File: src/rtl/core/sst_pkg.sv
// Shared types, widths and helpers for the SL(2,C) spinor transform core.
// No dependencies; every module of the core imports this package.
package sst_pkg;

  localparam int FRAC_BITS = 16;
  localparam int DATA_W    = 32;
  localparam int COEF_W    = DATA_W + 1;
  localparam int PROD_W    = COEF_W + DATA_W;
  localparam int SHP_W     = PROD_W - FRAC_BITS;
  localparam int SUM_W     = SHP_W + 2;
  localparam int NUM_LANES = 4;
  localparam int CFG_IDX_W = 3;

  typedef logic signed [DATA_W-1:0] data_t;
  typedef logic signed [COEF_W-1:0] coef_t;
  typedef logic signed [PROD_W-1:0] prod_t;
  typedef logic signed [SHP_W-1:0]  shp_t;
  typedef logic signed [SUM_W-1:0]  sum_t;

  localparam data_t FX_ONE   = data_t'(1) << FRAC_BITS;
  localparam data_t DATA_MAX = {1'b0, {(DATA_W-1){1'b1}}};
  localparam data_t DATA_MIN = {1'b1, {(DATA_W-1){1'b0}}};

  typedef enum logic [1:0] {
    KIND_WEYL_L   = 2'd0,
    KIND_WEYL_R   = 2'd1,
    KIND_DIRAC    = 2'd2,
    KIND_MAJORANA = 2'd3
  } kind_t;

  typedef enum logic [CFG_IDX_W-1:0] {
    REG_A_RE = 3'd0,
    REG_A_IM = 3'd1,
    REG_B_RE = 3'd2,
    REG_B_IM = 3'd3,
    REG_C_RE = 3'd4,
    REG_C_IM = 3'd5,
    REG_D_RE = 3'd6,
    REG_D_IM = 3'd7
  } cfg_idx_t;

  // One complex matrix row and one complex 2-vector.
  typedef struct packed {
    coef_t c0_re;
    coef_t c0_im;
    coef_t c1_re;
    coef_t c1_im;
  } mrow_t;

  typedef struct packed {
    data_t x0_re;
    data_t x0_im;
    data_t x1_re;
    data_t x1_im;
  } vec_t;

  typedef struct packed {
    data_t re;
    data_t im;
  } cplx_t;

  typedef struct packed {
    logic  vld;
    kind_t kind;
  } beat_ctl_t;

  typedef struct packed {
    kind_t kind;
    cplx_t c0;
    cplx_t c1;
    cplx_t c2;
    cplx_t c3;
  } res_t;

  function automatic coef_t ext_coef(input data_t d);
    ext_coef = coef_t'(d);
  endfunction

  // Exact negation: -(-2^31) stays positive in the wider coefficient.
  function automatic coef_t neg_coef(input data_t d);
    neg_coef = -coef_t'(d);
  endfunction

  function automatic data_t sat_data(input sum_t s);
    if (s > sum_t'(DATA_MAX)) begin
      sat_data = DATA_MAX;
    end else if (s < sum_t'(DATA_MIN)) begin
      sat_data = DATA_MIN;
    end else begin
      sat_data = s[DATA_W-1:0];
    end
  endfunction

endpackage

File: src/rtl/core/sst_merge.sv
// Merge stage: gathers the four lane results into one output beat and
// clears the upper components for Weyl kinds. Depends on sst_pkg.
module sst_merge import sst_pkg::*; (
  input  logic      clk,
  input  logic      rst_n,
  input  beat_ctl_t ctl,
  input  cplx_t     lane_res [NUM_LANES],
  output logic      vld,
  output res_t      res
);

  logic  vld_r;
  res_t  res_r;
  res_t  res_nxt;
  logic  weyl;

  always_comb begin
    weyl        = (ctl.kind == KIND_WEYL_L) || (ctl.kind == KIND_WEYL_R);
    res_nxt.kind = ctl.kind;
    res_nxt.c0   = lane_res[0];
    res_nxt.c1   = lane_res[1];
    res_nxt.c2   = weyl ? '0 : lane_res[2];
    res_nxt.c3   = weyl ? '0 : lane_res[3];
  end

  always_ff @(posedge clk) begin
    if (!rst_n) begin
      vld_r <= 1'b0;
    end else begin
      vld_r <= ctl.vld;
    end
  end

  always_ff @(posedge clk) begin
    res_r <= res_nxt;
  end

  assign vld = vld_r;
  assign res = res_r;

endmodule

File: config.mk
export PLATFORM = sky130hd
export DESIGN_NAME = sst_merge
export DESIGN_NICKNAME = d
export VERILOG_FILES = /design/src/rtl/core/sst_pkg.sv /design/src/rtl/core/sst_merge.sv
export SDC_FILE = /design/constraint.sdc
export NUM_CORES = 1
export LEC_CHECK = 0
export BUFFER_PORTS_ARGS = -buffer_cell sky130_fd_sc_hd__buf_4
export CAP_MARGIN = 20
export CORE_AREA = 2 2 205 207
export DETAILED_ROUTE_END_ITERATION = 8
export DIE_AREA = 0 0 207 209
export PLACE_DENSITY = 0.42
export SYNTH_ARGS = -nofsm -noshare
export SYNTH_HDL_FRONTEND = slang
export SYNTH_SLANG_ARGS = --single-unit
File: constraint.sdc
create_clock -name clk -period 0.8 [get_ports clk]
set_input_delay 0.12 -clock clk [delete_from_list [all_inputs] [get_ports clk]]
set_output_delay 0.12 -clock clk [all_outputs]
set_load 0.1 [all_outputs]
# Yosys cells after proc, flatten, opt, wreduce, memory -nomap -nowiden
# Index checks and enable logic that the tools add are counted.
# classes
n_eq_ne,1
reduce_logical,2
# op_table
cell,count
"equality test 2 x 1 -> 1 bit, second input constant",1
zero test 2 bit,1
logical OR 1 bit,1
# word_totals
regBits,259
input_bits,261
word_cells,13

# Longest topological paths before layout
# depth
ltp_word,2
ltp_mapped,3

# Worst setup path after synthesis
# Ideal clock, no wire load.
# synth_path
path_kind,flip-flop to output port
start,"register res_r, in the netlist res[0]"
end,output port res[0] (netlist bit)
arrival_time_ns,0.909
t_required_ns,0.680
path_slack_ns,-0.229
path_stages_with_launch,1
n_path_buf,0
cell_sequence,dfxtp_1
# synth_lines
item,line_no,text
"start, declared",sst_merge.sv:13,res_t res_r;
"start signal, assigned",sst_merge.sv:35,res_r <= res_nxt;
"end, declared",sst_merge.sv:9,output res_t res
# No word-level cell between the ends.

# Worst setup path in the final report
# layout_path
start,"register res_r, in the netlist res[146]"
end,output port res[146] (netlist bit)
# No word-level cell between the ends.

==> results.tsv <==
stage	metric	value	unit
floorplan	Ports	520	
critical_path	Worst path max stage delay	0.37	ns
power	Pwr per Cell Area	2240	nW/um^2
placement	# port buffers	519	
critical_path	worst path cell trace	buf_12	
critical_path	Buf/Inv on CP	1	
placement	GPL Wtd Cong	0.729	
critical_path	worst setup path startpoint	res[146]	
drt	DR vias	5912	
yosys	Syn Nets	663	
clocking	CTS tree	built	
drt	Detailed Routing Iterations Pass 1	4	
critical_path	critical path depth	1	
critical_path	CP required	0.68	ns
clocking	CTS Buf Count	31	
yosys	FF+latch count, synth	259	
floorplan	total die area	43300	sq um
floorplan	initial core utilization	15.0	%
timing	# setup viols final	260	
timing	fin crit period	1.24	ns
yosys	top area cells in the synthesized netlist	dfxtp_1 (84%), and2_1 (10%), and2_2 (3.3%)	
drt	vias per cell	3.35	
yosys	post-synthesis cell count	402	
clocking	clk buf depth	3	
critical_path	Startpoint Class	flip-flop	
floorplan	Die H	209	um
global_route	total gr overflow	0	
global_route	global-route wire length before repair	41.4	mm
critical_path	Critical Path Slowest Stage Cell	dfxtp_4	
drt	violation count after the first detailed-routing iteration	159	
run_status	violated checks	negative setup slack	
global_route	largest net degree at the start of global routing	64	
timing	Hold Slack	0.191	ns
finish	Layout Nets	1465	
drt	residual DRC count	0	
floorplan	Die Wd	207	um
run	max cap viols	0	
yosys	Seq/Total Area, Yosys	83.9	%
floorplan	core area	41300	sq um
timing	Final Hold Fails	0	
timing	Pins Over Slew Limit	0	
timing	Final period util	154	%
timing	maximum clock frequency	0.809	GHz
clocking	setup bufs post-CTS	0	
drt	Final ANT Viol Nets	0	
timing	Worst Tran Pin Value	0.248	ns
global_route	Total GRT Usage	12.3	%
clocking	clock tree sinks	259	
timing	unrepaired setup endpoints after global routing	yes	
drt	routed len/inst	15.4	um
yosys	Mapped Area	6180	sq um
power	Max VDD drop	0.00129	V
timing	post-route setup slack	-0.436	ns
yosys	synth unique cells	5	
finish	layout cells sized above 1	70.2	%
critical_path	family with the most delay on the worst path	flip-flops	
global_route	number of antenna violations at the first check in global routing	2	
power	leakage	7.84	nW
critical_path	CP Class	reg2out	
critical_path	Worst Setup EP	res[146]	
power	overall power	0.0403	W
yosys	synthesized area per cell	15.4	sq um
global_route	vias in the first global route	6843	
yosys	yosys warns	0	
yosys	largest area contributor in the netlist	dfxtp_1	
critical_path	WP data arrival	1.12	ns
min_path	Hold Path Class	in2reg	
clocking	H-tree levels	1	
placement	detailed placement HPWL	17.3	mm
finish	area grow syn2layout	191	%
critical_path	Crit. End Element	output port	
drt	drt total wl	27.2	mm
timing	max_slew headroom	83.5	%
critical_path	CP Max Fanout	1	
yosys	Synth top area share	83.9	%
floorplan	Site Rows	75	
run_status	status	finished, violations left	
clocking	Clock Root Buffer	clkbuf_16	
clocking	Clock transition at path regs	0.06	ns
==> cell usage in the layout, fill, tap and decap left out <==
cell type,instances
dfxtp_2,256
clkbuf_8,2
buf_4,262
clkinvlp_4,2
bufinv_16,8
dlygate4sd3_1,260
inv_6,1
clkinv_4,2
dfxtp_4,3
buf_12,261
and2_1,102
clkbuf_1,3
diode_2,2
and2_2,27
clkbuf_16,31
clkinv_2,6
==> worst min path at each step <==
| stage | from | to | slack, ns | cells after the start |
|---|---|---|---|---|
| after floorplan | lane_res[128] | res[128] | 0.15 | 0 |
| after global placement | lane_res[207] | res[207] | 0.22 | 1 |
| after detailed placement | lane_res[177] | res[177] | 0.23 | 1 |
| after CTS | lane_res[213] | res[213] | 0.14 | 2 |
| after global routing | lane_res[213] | res[213] | 0.16 | 2 |
| final | lane_res[213] | res[213] | 0.19 | 2 |
==> area by class of cell <==
cell class / instances / area (sq um)
clock inverter: 19 / 312
clock buffer: 36 / 815
tap: 539 / 674
antenna: 2 / 5.00
sequential: 259 / 5520
fill: 3592 / 23300
multi-input combinational: 129 / 841
timing repair buffer: 783 / 9790
==> stage by stage <==
stage               utilization [%]  setup TNS, ns  cell area, sq um  instances  setup slack, ns
CTS                            43.5        -115.40             17900       1765           -0.495
floorplan                         -              0              6500        402           0.0542
finish                         43.5        -102.98             18000       1767           -0.436
global route                   43.5        -116.36             18000       1767           -0.487
global placement               26.6              0             11000       1450          0.00270
detailed placement             26.6              0             11000       1450          0.00592
==> cell families after synthesis <==
group / after synthesis / share of synthesized area, %
flops: 259 / 83.9
buf+inv: 14 / 2.49
simple gates: 129 / 13.6
==> registers in the layout (all words and copies together) (netlist names) <==
register,cells
res,258
vld,1
==> report_power, final <==
group          internal [W]  switching, W
Sequential           0.0138      0.000601
Combinational       0.00441       0.00605
Clock               0.00982       0.00564
==> cell usage after synthesis <==
cell type,instances
dfxtp_1,259
and2_1,102
and2_2,27
buf_6,13
clkbuf_4,1
==> per-layer routing <==
| metal | vias to the layer above | share of wire [%] | GRT usage [%] |
|---|---|---|---|
| li1 | 2831 | - | - |
| met1 | 2707 | 35 | 12.8 |
| met2 | 322 | 52 | 22.3 |
| met3 | 52 | 9.3 | 4.94 |
| met4 | 0 | 3.3 | 4.19 |
| met5 | - | 0 | 0 |
==> repair_timing <==
action                                  CTS  global route
gates resized for setup                 778             2
endpoints found under the hold margin   259             0
endpoints found under the setup margin  259           259
cloned                                    0             0
hold buffers                            260             0
Power figures use the tool's default switching activity.
